**config.mk**
```make
export PLATFORM = sky130hd
export DESIGN_NAME = rtdc_queue
export DESIGN_NICKNAME = d
export VERILOG_FILES = /design/src/hw/rtl/rtdc_pkg.sv /design/src/hw/rtl/rtdc_queue.sv
export SDC_FILE = /design/constraint.sdc
export NUM_CORES = 1
export LEC_CHECK = 0
export ABC_AREA = 0
export BUFFER_PORTS_ARGS = -buffer_cell sky130_fd_sc_hd__buf_2
export CAP_MARGIN = 0
export CORE_ASPECT_RATIO = 0.9
export CORE_MARGIN = 8
export CORE_UTILIZATION = 60
export CTS_BUF_LIST = sky130_fd_sc_hd__clkbuf_4 sky130_fd_sc_hd__clkbuf_8
export CTS_CLUSTER_SIZE = 14
export DETAILED_ROUTE_END_ITERATION = 16
export GPL_ROUTABILITY_DRIVEN = 0
export GPL_TIMING_DRIVEN = 0
export PLACE_DENSITY = 0.83
export SLEW_MARGIN = 0
export SYNTH_ARGS = -nofsm -noshare
export SYNTH_HDL_FRONTEND = slang
export SYNTH_SLANG_ARGS = --single-unit
```
**constraint.sdc**
```tcl
create_clock -name clk -period 5.2 [get_ports clk]
set_input_delay 0.26 -clock clk [delete_from_list [all_inputs] [get_ports clk]]
set_output_delay 0.26 -clock clk [all_outputs]
set_load 0.05 [all_outputs]
```
**src/hw/rtl/rtdc_pkg.sv**
```systemverilog
// ----------------------------------------------------------------------------
// rtdc_pkg: shared types and constants of the rtd temperature converter
// fixed-point constants of the inverse pt100 curve, queue and pipeline sizes
// ----------------------------------------------------------------------------
package rtdc_pkg;

  // field widths
  localparam int CODE_W = 15;
  localparam int REF_W  = 12;
  localparam int TEMP_W = 19;

  // configuration port
  localparam int PADDR_W = 2;
  localparam int PDATA_W = 32;
  localparam logic [PADDR_W-1:0] ADDR_REF_OHMS = 2'd0;
  localparam logic [REF_W-1:0] REF_RESET = 12'd400;

  // discriminant arithmetic
  localparam int N_W = CODE_W + REF_W;   // code * ref
  localparam int P_W = 49;               // slope * n
  localparam int K_W = 46;               // scaled discriminant
  localparam logic [21:0] DISC_SLOPE = 22'd2310000;
  localparam logic [K_W-1:0] DISC_BASE = K_W'(64'd1758480889 << 15);

  // square root
  localparam int RAD_W  = 64;
  localparam int ROOT_W = 32;
  localparam int REM_W  = 35;
  localparam int SQRT_STEPS_PER_STAGE = 2;
  localparam int SQRT_STAGES = ROOT_W / SQRT_STEPS_PER_STAGE;
  localparam int SQRT_SHIFT  = 17;

  // scaling to degrees
  localparam logic [ROOT_W-1:0] A_SCALED = 32'd2561343488;
  localparam logic [6:0]  HUNDRED  = 7'd100;
  localparam logic [25:0] DEN_HALF = 26'd37847040;
  localparam int DEN_SHIFT = 16;
  localparam int DIFF100_W = ROOT_W + 7;
  localparam int Y_W = 29;
  localparam int Q_W = 19;
  localparam logic [Y_W-1:0] SAT_Y = 29'd302777475;    // 262145 * 1155
  localparam logic [10:0] DIV_K = 11'd1155;
  localparam logic [27:0] RECIP = 28'd237989529;       // floor(2^38 / 1155)
  localparam int RECIP_SHIFT = 38;
  localparam int RECIP_PROD_W = Y_W + 28;
  localparam logic [Q_W-1:0] TEMP_POS_MAX = 19'd262143;
  localparam logic [Q_W-1:0] TEMP_NEG_MAG = 19'd262144;

  // queue between front and back
  localparam int QUEUE_DEPTH = 4;
  localparam int QUEUE_AW = $clog2(QUEUE_DEPTH);
  localparam int QUEUE_CW = $clog2(QUEUE_DEPTH + 1);

  typedef struct packed {
    logic disc_ok;
    logic fault;
  } rtdc_tag_t;

  typedef struct packed {
    logic [K_W-1:0] disc;
    rtdc_tag_t      tag;
  } rtdc_entry_t;

  typedef struct packed {
    logic full;
    logic empty;
  } rtdc_qstat_t;

endpackage

```
**src/hw/rtl/rtdc_queue.sv**
```systemverilog
// ----------------------------------------------------------------------------
// rtdc_queue: short fifo between front and back
// decouples the two stall domains
// ----------------------------------------------------------------------------
module rtdc_queue (
  input  logic                  clk,
  input  logic                  rst,
  input  logic                  push,
  input  rtdc_pkg::rtdc_entry_t wr_entry,
  input  logic                  pop,
  output rtdc_pkg::rtdc_entry_t rd_entry,
  output rtdc_pkg::rtdc_qstat_t qstat
);
  import rtdc_pkg::*;

  rtdc_entry_t         slots [QUEUE_DEPTH];
  logic [QUEUE_AW-1:0] wr_ptr;
  logic [QUEUE_AW-1:0] rd_ptr;
  logic [QUEUE_CW-1:0] count;

  assign qstat.full  = count == QUEUE_CW'(QUEUE_DEPTH);
  assign qstat.empty = count == '0;
  assign rd_entry    = slots[rd_ptr];

  always_ff @(posedge clk) begin
    if (rst) begin
      wr_ptr <= '0;
      rd_ptr <= '0;
      count  <= '0;
    end else begin
      if (push) begin
        wr_ptr <= wr_ptr + 1'b1;
      end
      if (pop) begin
        rd_ptr <= rd_ptr + 1'b1;
      end
      if (push && !pop) begin
        count <= count + 1'b1;
      end else if (pop && !push) begin
        count <= count - 1'b1;
      end
    end
  end

  always_ff @(posedge clk) begin
    if (push) begin
      slots[wr_ptr] <= wr_entry;
    end
  end

endmodule

```
==> flow_summary.yaml <==
routing:
  met1_length_um: 5624
  wl_met3_um: 884
  avgViaCountPerCell: 5.467
  first_pass_iters: 4
  drt-initial-drc-count: 228
  routed_wirelength_um: 14000
  drc: 0
  ant_nets: 0
  wl_per_cell_um: 21.18
  dr_wl_met2_um: 7307
  via_count: 3614
  top_layer: "met4"
critical_path:
  crit_required_ps: 4940
  cpMostUsedCell: "buf_2"
  r2r_slack_ps: 3370
  critPathBufInv: 3
  critPathSlowestCell: "mux4_2"
  path_class: "flip-flop to output pin"
  cp_slowest_stage_delay_ps: 370
  path_delay_family: "buffers and inverters"
  endpoint_kind: "output pin"
  cp.arrival_ps: 2080
  regToRegEndpoint: "slots[2][30]"
  start_kind: "flip-flop"
  critPathMaxFanout: 10
  rr_worst_depth: 4
  worstPathCellList: "buf_2 > buf_2 > mux4_2 > buf_2"
  r2r-start: "wr_ptr[0]"
synthesis:
  synth_cell_types: 21
  ys_warn_count: 0
  ys_ff_latch: 201
  synthTopCellsByArea: "edfxtp_1 (78%), mux4_2 (15%), dfxtp_1 (2.5%)"
  synth_nets: 352
  synthesis.area_um2: 7347
  syn_area_per_cell_um2: 24.99
  postSynthCellCount: 294
  yosysSeqAreaShare: 0.8093
  yosys.area.top_type: "edfxtp_1"
  synth_top_area_share: 0.7847
worst_hold_path:
  whs_path_depth: 3
  min_to: "rd_ptr[0]"
  min_path_type: "input port to flip-flop"
  worstHoldStart: "pop"
timing:
  finalCriticalPeriod_ps: 2342
  finalHoldViolations: 0
  finalSetupViolCount: 0
  slew_headroom: 0.5277
  drv_slew: 0
  clock_skew_ps: 8.919
  setup_ws_ps: 2858
  worst_slew_pin_slew_ps: 708.5
  fmax_ghz: 0.4270
  rsz0062_at_grt: "false"
  setup_tns_ps: 0
  period_share: 0.4504
floorplanning:
  design.core.area_um2: 11980
  die_h_um: 121.0
  rows: 38
  dieArea_um2: 16050
  die_x_um: 132.6
  initial_utilization: 0.6132
  pin_count: 102
global_route:
  antenna_found_initial: 0
  grt_pass1_wl_um: 21890
  grt_pass1_vias: 3994
  grt_max_degree: 28
  grt.total_usage: 0.1765
  grt_remaining_overflow: 0
final_layout:
  drive_above_1_share: 0.4172
  fillerInstances: 660
  diodes: 0
  final_cell_mix: "edfxtp_1 (192), buf_2 (103), mux4_2 (48), dlygate4sd3_1 (48), clkbuf_8 (31)"
  areaGrowthSynthToFinish_pct: 25.12
  nNetsFinal: 537
  final_common_cell: "edfxtp_1"
  fin_area_um2: 9193
placed_design:
  port-buffer-count: 100
  dpl_cell_area_um2: 8133
  place_hpwl_um: 8942
  dp_slack_ps: 3367
cts:
  clk_pin_slew_worst_paths_ps: 60
  clock_sinks: 201
  htreeDepth: 1
  clock_latency_ps: 510
  cts-resized-gates: 0
  cts_buffers: 31
  cts_tree: "yes"
  cts_root_buf: "clkbuf_8"
  cts_buffer_depth: 3
power_and_ir_drop:
  cellLeakagePower_uw: 0.003207
  p_per_area_nw_per_um2: 398.3
  ir_drop_mv: 0.3221
run:
  max-cap-violations: 0
status:
  status: "complete, no violations"
==> final cells by class <==
cell class,instances,area [um2],share of cell area
timing repair buffer,152,1061,0.1154
clock inverter,17,100.1,0.01089
clock buffer,38,479.2,0.05213
inverter,4,15.01,0.001633
sequential,201,5946,0.6468
tap,160,200.2,0.02178
buffer,11,75.07,0.008167
multi-input combinational,78,1316,0.1432
==> worst max path at each step <==
stage	startpoint	endpoint	slack [ps]	depth (start not counted)
2_1_floorplan	wr_ptr[0]	slots[2][0]	3100	3
3_3_place_gp	wr_ptr[0]	slots[0][7]	2290	3
3_5_place_dp	flip-flop	rd_entry[28]	3370	4
4_1_cts	flip-flop	rd_entry[28]	2780	4
5_1_grt	flip-flop	rd_entry[28]	2720	4
6_report	flip-flop	rd_entry[28]	2860	4
==> logic make-up (layout without fill, tap and decap cells) <==
family | after synthesis | after routing | synth area share
AND/OR/NAND/NOR | 15 | 15 | 0.01005
adder cells (fa/ha/maj) | 6 | 6 | 0.01124
AO/OA/AOI/OAI | 2 | 2 | 0.001361
XOR/XNOR | 5 | 5 | 0.005962
flip-flops | 201 | 201 | 0.8093
multiplexers | 50 | 50 | 0.1499
buffers and inverters | 15 | 222 | 0.01226
==> sequential cells by signal, indices dropped and copies added, names as in the netlist, named ones only <==
| register | cells |
|---|---|
| count | 3 |
| rd_ptr | 2 |
| slots | 192 |
| wr_ptr | 2 |
==> where the power goes <==
group / leakage, uW / total (uW) / internal, uW / switching (uW)
Combinational: 0.00106 / 575 / 191 / 383
Clock: 0.000305 / 1200 / 654 / 550
Sequential: 0.00184 / 1880 / 1860 / 24.3
==> per-stage QoR <==
step	total power (uW)	util	hold slack, ps	cells
floorplan	2315	-	358.9	294
global placement	2443	0.6717	469.2	554
detailed placement	2467	0.6788	476.3	558
CTS	3700	0.7672	39.81	661
global route	3798	0.7672	68.51	661
finish	3662	0.7672	76.73	661
==> worst min-delay path, cell delays in order <==
cell and delay [ps]:
buf_2 110, xnor2_1 90, nor2_1 90
==> layer usage <==
| metal | global-route usage | vias to the layer above |
|---|---|---|
| met5 | 0 | - |
| met1 | 0.2136 | 1853 |
| li1 | - | 1617 |
| met2 | 0.3103 | 125 |
| met4 | 0.04111 | 0 |
| met3 | 0.05050 | 19 |
==> cell usage after synthesis <==
cell type,n
fa_1,1
nor2_1,7
xor2_1,3
buf_6,3
mux4_2,48
xnor2_1,2
nand2_1,1
edfxtp_1,192
nor3_1,1
ha_1,5
nor3b_1,1
and2_1,4
o21ai_0,1
inv_1,4
buf_4,2
clkbuf_1,3
or3_1,1
dfxtp_1,9
mux2i_1,2
a21oi_1,1
buf_2,3
==> timing repair <==
item | in CTS | in global routing
buffers inserted | 0 | 0
hold buffers | 48 | 0
hold endpoints to repair | 192 | 0
(Power assumes the default switching activity.)
