`src/hw/rtl/rtdc_pkg.sv`:
```
// ----------------------------------------------------------------------------
// rtdc_pkg: shared types and constants of the rtd temperature converter
// fixed-point constants of the inverse pt100 curve, queue and pipeline sizes
// ----------------------------------------------------------------------------
package rtdc_pkg;

  // field widths
  localparam int CODE_W = 15;
  localparam int REF_W  = 12;
  localparam int TEMP_W = 19;

  // configuration port
  localparam int PADDR_W = 2;
  localparam int PDATA_W = 32;
  localparam logic [PADDR_W-1:0] ADDR_REF_OHMS = 2'd0;
  localparam logic [REF_W-1:0] REF_RESET = 12'd400;

  // discriminant arithmetic
  localparam int N_W = CODE_W + REF_W;   // code * ref
  localparam int P_W = 49;               // slope * n
  localparam int K_W = 46;               // scaled discriminant
  localparam logic [21:0] DISC_SLOPE = 22'd2310000;
  localparam logic [K_W-1:0] DISC_BASE = K_W'(64'd1758480889 << 15);

  // square root
  localparam int RAD_W  = 64;
  localparam int ROOT_W = 32;
  localparam int REM_W  = 35;
  localparam int SQRT_STEPS_PER_STAGE = 2;
  localparam int SQRT_STAGES = ROOT_W / SQRT_STEPS_PER_STAGE;
  localparam int SQRT_SHIFT  = 17;

  // scaling to degrees
  localparam logic [ROOT_W-1:0] A_SCALED = 32'd2561343488;
  localparam logic [6:0]  HUNDRED  = 7'd100;
  localparam logic [25:0] DEN_HALF = 26'd37847040;
  localparam int DEN_SHIFT = 16;
  localparam int DIFF100_W = ROOT_W + 7;
  localparam int Y_W = 29;
  localparam int Q_W = 19;
  localparam logic [Y_W-1:0] SAT_Y = 29'd302777475;    // 262145 * 1155
  localparam logic [10:0] DIV_K = 11'd1155;
  localparam logic [27:0] RECIP = 28'd237989529;       // floor(2^38 / 1155)
  localparam int RECIP_SHIFT = 38;
  localparam int RECIP_PROD_W = Y_W + 28;
  localparam logic [Q_W-1:0] TEMP_POS_MAX = 19'd262143;
  localparam logic [Q_W-1:0] TEMP_NEG_MAG = 19'd262144;

  // queue between front and back
  localparam int QUEUE_DEPTH = 4;
  localparam int QUEUE_AW = $clog2(QUEUE_DEPTH);
  localparam int QUEUE_CW = $clog2(QUEUE_DEPTH + 1);

  typedef struct packed {
    logic disc_ok;
    logic fault;
  } rtdc_tag_t;

  typedef struct packed {
    logic [K_W-1:0] disc;
    rtdc_tag_t      tag;
  } rtdc_entry_t;

  typedef struct packed {
    logic full;
    logic empty;
  } rtdc_qstat_t;

endpackage

```
`src/hw/rtl/rtdc_ifs.sv`:
```
// ----------------------------------------------------------------------------
// rtdc channels: valid/ready interfaces for sensor words and temperatures
// one beat moves per edge with valid and ready both high
// ----------------------------------------------------------------------------
interface rtdc_in_if;
  import rtdc_pkg::*;

  logic        valid;
  logic        ready;
  logic [15:0] rtd_word;
  logic [7:0]  status_byte;

  modport source (output valid, rtd_word, status_byte, input ready);
  modport sink   (input valid, rtd_word, status_byte, output ready);
endinterface


```
`src/hw/rtl/rtdc_front.sv`:
```
// ----------------------------------------------------------------------------
// rtdc_front: accepts sensor beats and forms the scaled discriminant
// two stages: code times reference, then slope product and sign check
// ----------------------------------------------------------------------------
module rtdc_front (
  input  logic                       clk,
  input  logic                       rst,
  rtdc_in_if.sink                    item,
  input  logic [rtdc_pkg::REF_W-1:0] ref_ohms,
  input  rtdc_pkg::rtdc_qstat_t      qstat,
  output logic                       push,
  output rtdc_pkg::rtdc_entry_t      entry
);
  import rtdc_pkg::*;

  logic           en;
  logic           f1_vld;
  logic [N_W-1:0] f1_n;
  logic           f1_fault;
  logic           f2_vld;
  logic [P_W-1:0] f2_p;
  logic           f2_fault;

  assign en = !qstat.full;
  assign item.ready = en;
  assign push = f2_vld && en;

  always_ff @(posedge clk) begin
    if (rst) begin
      f1_vld <= 1'b0;
      f2_vld <= 1'b0;
    end else if (en) begin
      f1_vld <= item.valid;
      f2_vld <= f1_vld;
    end
  end

  always_ff @(posedge clk) begin
    if (en) begin
      f1_n     <= N_W'(item.rtd_word[15:1]) * N_W'(ref_ohms);
      f1_fault <= item.status_byte[7];
      f2_p     <= P_W'(f1_n) * P_W'(DISC_SLOPE);
      f2_fault <= f1_fault;
    end
  end

  // negative discriminant when the slope term passes the base
  always_comb begin
    entry.tag.fault   = f2_fault;
    entry.tag.disc_ok = f2_p <= P_W'(DISC_BASE);
    entry.disc        = K_W'(P_W'(DISC_BASE) - f2_p);
  end

endmodule

```
`src/flat_wrapper.sv`:
```
// flat-port wrapper written by rule: the top's interface ports become plain ports
module rtdc_front_flat import rtdc_pkg::*;
  (clk, rst, ref_ohms, qstat, push, entry, item_valid, item_rtd_word, item_status_byte, item_ready);
  rtdc_in_if item_i ();
  input  logic clk;
  input  logic rst;
  input  logic [rtdc_pkg::REF_W-1:0] ref_ohms;
  input  rtdc_pkg::rtdc_qstat_t qstat;
  output logic push;
  output rtdc_pkg::rtdc_entry_t entry;
  input wire logic [$bits(item_i.valid)-1:0] item_valid;
  input wire logic [$bits(item_i.rtd_word)-1:0] item_rtd_word;
  input wire logic [$bits(item_i.status_byte)-1:0] item_status_byte;
  output wire logic [$bits(item_i.ready)-1:0] item_ready;
  assign item_i.valid = item_valid;
  assign item_i.rtd_word = item_rtd_word;
  assign item_i.status_byte = item_status_byte;
  assign item_ready = item_i.ready;
  rtdc_front u_core (.clk(clk), .rst(rst), .item(item_i), .ref_ohms(ref_ohms), .qstat(qstat), .push(push), .entry(entry));
endmodule
```
`config.mk`:
```
export PLATFORM = sky130hd
export DESIGN_NAME = rtdc_front_flat
export DESIGN_NICKNAME = d
export VERILOG_FILES = /design/src/hw/rtl/rtdc_pkg.sv /design/src/hw/rtl/rtdc_ifs.sv /design/src/hw/rtl/rtdc_front.sv /design/src/flat_wrapper.sv
export SDC_FILE = /design/constraint.sdc
export NUM_CORES = 1
export LEC_CHECK = 0
export ABC_AREA = 1
export BUFFER_PORTS_ARGS = -buffer_cell sky130_fd_sc_hd__buf_2
export CAP_MARGIN = 20
export CORE_ASPECT_RATIO = 0.6
export CORE_MARGIN = 3
export CORE_UTILIZATION = 39
export CTS_BUF_LIST = sky130_fd_sc_hd__clkbuf_4 sky130_fd_sc_hd__clkbuf_8 sky130_fd_sc_hd__clkbuf_16
export DETAILED_ROUTE_END_ITERATION = 6
export PLACE_DENSITY_LB_ADDON = 0.08
export SLEW_MARGIN = 40
export SYNTH_ARGS = -nofsm -noshare
export SYNTH_HDL_FRONTEND = slang
export SYNTH_SLANG_ARGS = --single-unit
```
`constraint.sdc`:
```
create_clock -name clk -period 14.4 [get_ports clk]
set_input_delay 0 -clock clk [delete_from_list [all_inputs] [get_ports clk]]
set_output_delay 0 -clock clk [all_outputs]
set_load 0.05 [all_outputs]
```
==> results.md, run 1 <==
* Run status: finished, final reports clean
* Vias in the first global route at approximately 17000
* Overall Global Routing Usage at a little under a quarter
* Routed length per instance at 17.8 um
* Final worst path period share at between 40% and 50%
* Critical Path AT at approximately 6400 ps
* Num CTS Buffers at 9
* Synth Cell Area at a little over 20000 um^2
* CP Buf/Inv Count at 4
* Resized cells post-CTS at 0
* Slew margin rel. at between 40% and 50%
* Most common cell on crit path: fa_1
* I/O Pins at 91
* Number of DRC markers in iteration 0 at ~1400
* Reg clk slew, reported paths at around 70 ps
* H-tree depth at 3
* Area Growth Syn to Fin at 6.98%
* Setup violators final at 0
* Initial antenna violation count at 0
* Required @ worst endpoint at roughly 15000 ps
* GP Congestion at between 0.9 and 1
* First-pass GRT wire length at approximately 99000 um
* Class of the worst hold path: input pin to flop
* Vias at about 17000
* Crit end category: flop
* Drt drc at 0
* Crit-path max FO at 5
* Core area at between 50000 and 60000 um^2
* Clock Skews at 11.7 ps
* Filler cells at roughly 5400
* Worst-case clock buffer depth at 2
* Post-synthesis cell type count at 43
* Antenna-violating nets left at 0
* CP delay by family, top: adder cells
* Number of synthesized flops with an enable pin at 74
* Gr ovfl total at 0
* Crit path launch type: flop
* Ant diodes at 0
* Pin count of the biggest net entering global routing at 74
* Final Net Count at 3364
* DIE HEIGHT at about 180 um
* CTS Sinks at between 70 and 80
* Max Clock Freq at 160 MHz
* Clk_lat worst skew at roughly 370 ps
* Standard-cell rows at 64
* Slew @ Worst Pin at a little under 800 ps
* Count of buffers from port buffering at between 70 and 80
* Max incr delay on CP at between 500 and 600 ps
* Setup tns final at 0 ps
* WS Path Type: flop to flop
* Max-slew violations at 0
* Worst path slowest cell: fa_1
* Reg area at about 2300 um^2
* Starting Density at around 40%
* Hold Violations, Final at 0
* Dpl hpwl at 54800 um
* Die Area at between 50000 and 60000 um^2
* Syn Area/Cell at approximately 7.7 um^2
* Root buffer cell: clkbuf_16
* Commonest non-fill, non-tap cell in the layout: inv_1
* Min Tclk post-route at slightly above 6000 ps
* Synth Flop Type: edfxtp_1
* Die width at 303 um
* Crit-path cells: inv_1 -> fa_1 -> fa_1 -> fa_1 -> inv_1 -> fa_1 -> fa_1 -> inv_1 -> fa_1 -> inv_1 -> ha_1 -> nand2_1 -> nor2_1 -> nand3_1 -> nor2_1 -> nand2_1 -> nand3_1 -> nand2_1 -> nand3_1 -> nand2_1
* Share of layout cells above drive strength 1 at under 10%
* Cells after synthesis at 2673
* Max-cap violations at 0
* Most frequent cells in the layout: 817 x inv_1, 643 x nand2_1, 347 x fa_1
* TritonCTS clock tree: built
* Area of the multi-input gates at approximately 15000 um^2
* Vias/cell at 4.84
* RSZ-0062 raised after global routing: no
* Total number of yosys warnings at 0
* Seq cells post-synth at between 70 and 80
* Register area share after synthesis at ~11%
* Post-Route WL at around 61000 um
* Async SR Flop Fraction at 0%
* DR pass1 iterations at 5
routing by layer:
| layer | part of all wire, % | track usage [%] |
|---|---|---|
| met5 | 0 | 0 |
| met3 | 9.6 | 6.65 |
| met1 | 58 | 41.4 |
| met2 | 32 | 26.9 |
| met4 | 0.44 | 1.96 |
worst register-to-register path, delay by kind of cell, from the launching register on:
kind,cells,cell delay [ps]
flip-flops,1,580
AND/OR/NAND/NOR,9,1480
adder cells (fa/ha/maj),7,3560
buffers and inverters,4,360
metrics by stage:
step	setup WS [ps]	hold WS (ps)	util [%]	instances	area [um^2]
after global routing	8000	126	42.8	3433	22100
after global placement	8330	171	42.2	3413	21800
final	8170	115	42.8	3433	22100
after CTS	8280	96.7	42.8	3433	22100
after detailed placement	8300	179	42.2	3413	21800
after floorplan	9190	69.1	-	2676	20700
final timing paths:
kind | startpoint | endpoint | slack, ps | cells past startpoint
worst max-delay path | u_core.f1_n[17] | u_core.f2_p[46] | 8170 | 20
worst min register to register | u_core.f1_fault | u_core.f2_fault | 440 | 0
worst max register to register | u_core.f1_n[17] | u_core.f2_p[46] | 8170 | 20
worst min-delay path | item_rtd_word[1] | u_core.f1_n[0] | 110 | 3
cells by family after synthesis:
kind of cell	share of synthesized area [%]
AO/OA/AOI/OAI	3.22
XOR/XNOR	2.71
adder cells (fa/ha/maj)	48.2
buffers and inverters	15.7
flip-flops	10.9
other	0.0181
AND/OR/NAND/NOR	19.3
timing repair:
action                                 CTS  global route
buffers inserted                         0             0
endpoints found under the hold margin    5             0
hold buffers                             4             0
Yosys cell counts (2+ instances only):
master / count / area, um^2
inv_1: 818 / 3070
nand2_1: 643 / 2410
fa_1: 347 / 6950
ha_1: 241 / 3020
nor2_1: 156 / 586
nand3_1: 82 / 410
edfxtp_1: 74 / 2220
a21oi_1: 65 / 325
xor2_1: 49 / 429
o21ai_0: 30 / 150
clkbuf_1: 27 / 101
nor3_1: 25 / 125
nand4_1: 20 / 125
xnor2_1: 15 / 131
nor2_2: 10 / 62.6
buf_4: 7 / 52.6
nand3_2: 6 / 60.1
o21ai_1: 6 / 30.0
a31oi_1: 5 / 31.3
nand2_2: 5 / 31.3
nand3b_1: 5 / 37.5
o21a_1: 4 / 30.0
o21bai_1: 4 / 30.0
inv_2: 3 / 11.3
nor2_4: 3 / 33.8
a21o_1: 2 / 15.0
dfxtp_1: 2 / 40.0
nor3_2: 2 / 20.0
nor4_1: 2 / 12.5
o211ai_1: 2 / 15.0
state kept, by name (all words and copies together), names as in the netlist:
register / flops
u_core.f1_vld: 1
u_core.f2_fault: 1
u_core.f1_fault: 1
u_core.f1_n: 27
u_core.f2_vld: 1
u_core.f2_p: 45
layout make-up:
class | count | area share [%]
multi-input cells | 1745 | 68.7
inverters | 821 | 13.9
flip-flops and latches | 76 | 10.2
well taps | 693 | 3.92
repair buffers | 82 | 1.97
clock buffers | 10 | 1.05
clock inverters | 6 | 0.215
Power of run 1 is left out: the tool's default activity adds up to more than one toggle a clock period on the data nets, which glitch-free logic cannot reach.
==> run 2: changes to the inputs <==
==> constraint.sdc (replaced) <==
create_clock -name clk -period 5.65 [get_ports clk]
set_input_delay 0 -clock clk [delete_from_list [all_inputs] [get_ports clk]]
set_output_delay 0 -clock clk [all_outputs]
set_load 0.05 [all_outputs]
==> results.md, run 2 (synthesized netlist as in run 1, its figures left out) <==
* Run status: finished, final reports clean
* Required @ worst endpoint at 5780 ps (-8750 ps)
* Placed insts at 3468 (+1.6%)
* Share of layout cells above drive strength 1 at 10.1% (+5.4 points)
* Die width at 303 um (unchanged)
* Most frequent cells in the layout: 798 x inv_1, 627 x nand2_1, 338 x fa_1
* Reg clk slew, reported paths at 70 ps (about the same)
* Clk_lat worst skew at 370 ps (about the same)
* Crit path launch type: flop
* Commonest non-fill, non-tap cell in the layout: inv_1
* Core area at 51600 um^2 (unchanged)
* Crit end category: flop
* Worst-case clock buffer depth at 2 (unchanged)
* Standard-cell rows at 64 (unchanged)
* Initial antenna violation count at 0 (unchanged)
* Max reg flops at 45 (unchanged)
* Drt drc at 0 (unchanged)
* Clock Skews at 11.8 ps (+0.131 ps)
* CTS Sinks at 76 (unchanged)
* Root buffer cell: clkbuf_16
* Vias/cell at 4.79 (-1.1%)
* Class of the worst hold path: input pin to flop
* Hold Startpoint: ref_ohms[0]
* Worst reg2reg setup slack at 180 ps (-7990 ps)
* Finished Layout Cells at 3513 (+2.3%)
* Vias in the first global route at 17200 (+2.0%)
* DR pass1 iterations at 5 (unchanged)
* Antenna-violating nets left at 0 (unchanged)
* Hold Violations, Final at 0 (unchanged)
* Setup violators final at 0 (unchanged)
* Placed inst area at 22200 um^2 (+1.9%)
* Crit Reg-Reg Startpoint: u_core.f1_n[22]
* I/O Pins at 91 (unchanged)
* Routed length per instance at 17.9 um (+1.1%)
* Num CTS Buffers at 9 (unchanged)
* Dpl hpwl at 56300 um (+2.8%)
* Reg-to-Reg End: u_core.f2_p[47]
* Min Tclk post-route at 5470 ps (-760 ps)
* Pin count of the biggest net entering global routing at 45 (-39%)
* Starting Density at 40.0% (unchanged)
* Final worst path period share at 96.9% (+54 points)
* Design Area, Final at 23000 um^2 (+4.1%)
* WS Path Type: flop to flop
* First-pass GRT wire length at 101000 um (+2.0%)
* Final Net Count at 3442 (+2.3%)
* Vias at 16800 (+1.3%)
* Max-slew violations at 0 (unchanged)
* Number of DRC markers in iteration 0 at 1405 (+1.7%)
* Largest registers: u_core.f2_p x45, u_core.f1_n x27
* Max Clock Freq at 183 MHz (+14%)
* R2R depth at 23 (+15%)
* Hold Path Cell Cnt at 3 (unchanged)
* Slew @ Worst Pin at 741 ps (-34.1 ps)
* DIE HEIGHT at 184 um (unchanged)
* Die Area at 55900 um^2 (unchanged)
* Crit-path max FO at 5 (unchanged)
* Setup tns final at 0 ps (unchanged)
* Final Util at 44.6% (+1.8 points)
* Critical Path AT at 5600 ps (-760 ps)
* H-tree depth at 3 (unchanged)
* Area Growth Syn to Fin at 11.4%
* RSZ-0062 raised after global routing: yes
* Overall Global Routing Usage at 23.9% (+0.57 points)
* Slew margin rel. at 50.4% (+2.3 points)
* Post-Route WL at 63000 um (+3.4%)
* Count of buffers from port buffering at 77 (unchanged)
* GP Congestion at 0.962 (+4.8%)
* Gr ovfl total at 0 (unchanged)
* Filler cells at 5315 (-1.8%)
* TritonCTS clock tree: built
* Max-cap violations at 0 (unchanged)
* Hold Path Sink: u_core.f1_n[0]
* Largest Register: u_core.f2_p
[run 2: cell count changes in the layout (fill, tap and decap cells not counted), sizes merged]
cell	previous run	this run
buf	78	156
diode	0	2
[run 2: what timing repair did]
item	CTS	global route
endpoints found under the hold margin	3	0
setup endpoints to repair	4	24
hold buffers	4	0
gates resized for setup	3	83
cloned	0	0
buffers inserted	1	22
pin swaps	0	12
[run 2: metrics by stage]
stage | hold slack, ps | worst slack, ps
4_1_cts | 147 | 11.2
3_3_place_gp | 172 | -51.6
5_1_grt | 203 | -56.1
2_1_floorplan | 69.1 | 441
3_5_place_dp | 180 | -47.3
6_report | 177 | 176
[run 2: worst max-delay path by stage]
stage	startpoint	to	slack [ps]	cells after the start
after floorplan	u_core.f1_n[12]	u_core.f2_p[44]	440	22
after global placement	u_core.f1_n[11]	u_core.f2_p[47]	-50	22
after detailed placement	u_core.f1_n[11]	u_core.f2_p[47]	-50	22
after CTS	u_core.f1_n[8]	u_core.f2_p[46]	10	22
after global routing	u_core.f1_n[22]	u_core.f2_p[44]	-60	24
final	u_core.f1_n[22]	u_core.f2_p[47]	180	23
[run 2: metal layers]
| metal | GRT usage [%] | share of wire, % |
|---|---|---|
| met3 | 8.17 | 10 |
| met1 | 41.9 | 57 |
| met4 | 1.95 | 0.33 |
| met2 | 27.2 | 32 |
| met5 | 0 | 0 |
[run 2: cell type report]
type | instances | area (um^2) | area share [%]
clock inverters | 6 | 47.5 | 0.206
multi-input cells | 1745 | 15500 | 67.4
well taps | 693 | 867 | 3.77
repair buffers | 160 | 1020 | 4.42
diodes | 2 | 5.00 | 0.0217
clock buffers | 10 | 233 | 1.01
flip-flops and latches | 76 | 2260 | 9.82
inverters | 821 | 3080 | 13.4
[run 2: worst max-delay path, stage by stage (launching register included)]
cell	delay [ps]
edfxtp_1	510
buf_4	210
ha_1	310
inv_2	120
fa_1	440
fa_1	520
inv_1	50
fa_1	460
fa_1	540
inv_1	50
fa_1	520
inv_1	40
ha_1	360
nand2_1	110
inv_1	70
nand2_1	60
nand2_1	80
a21oi_1	180
nand3_2	120
buf_4	170
nand2_1	130
nand2_1	70
nand2_1	50
nand2_1	50
Power of run 2 is left out for the same reason.
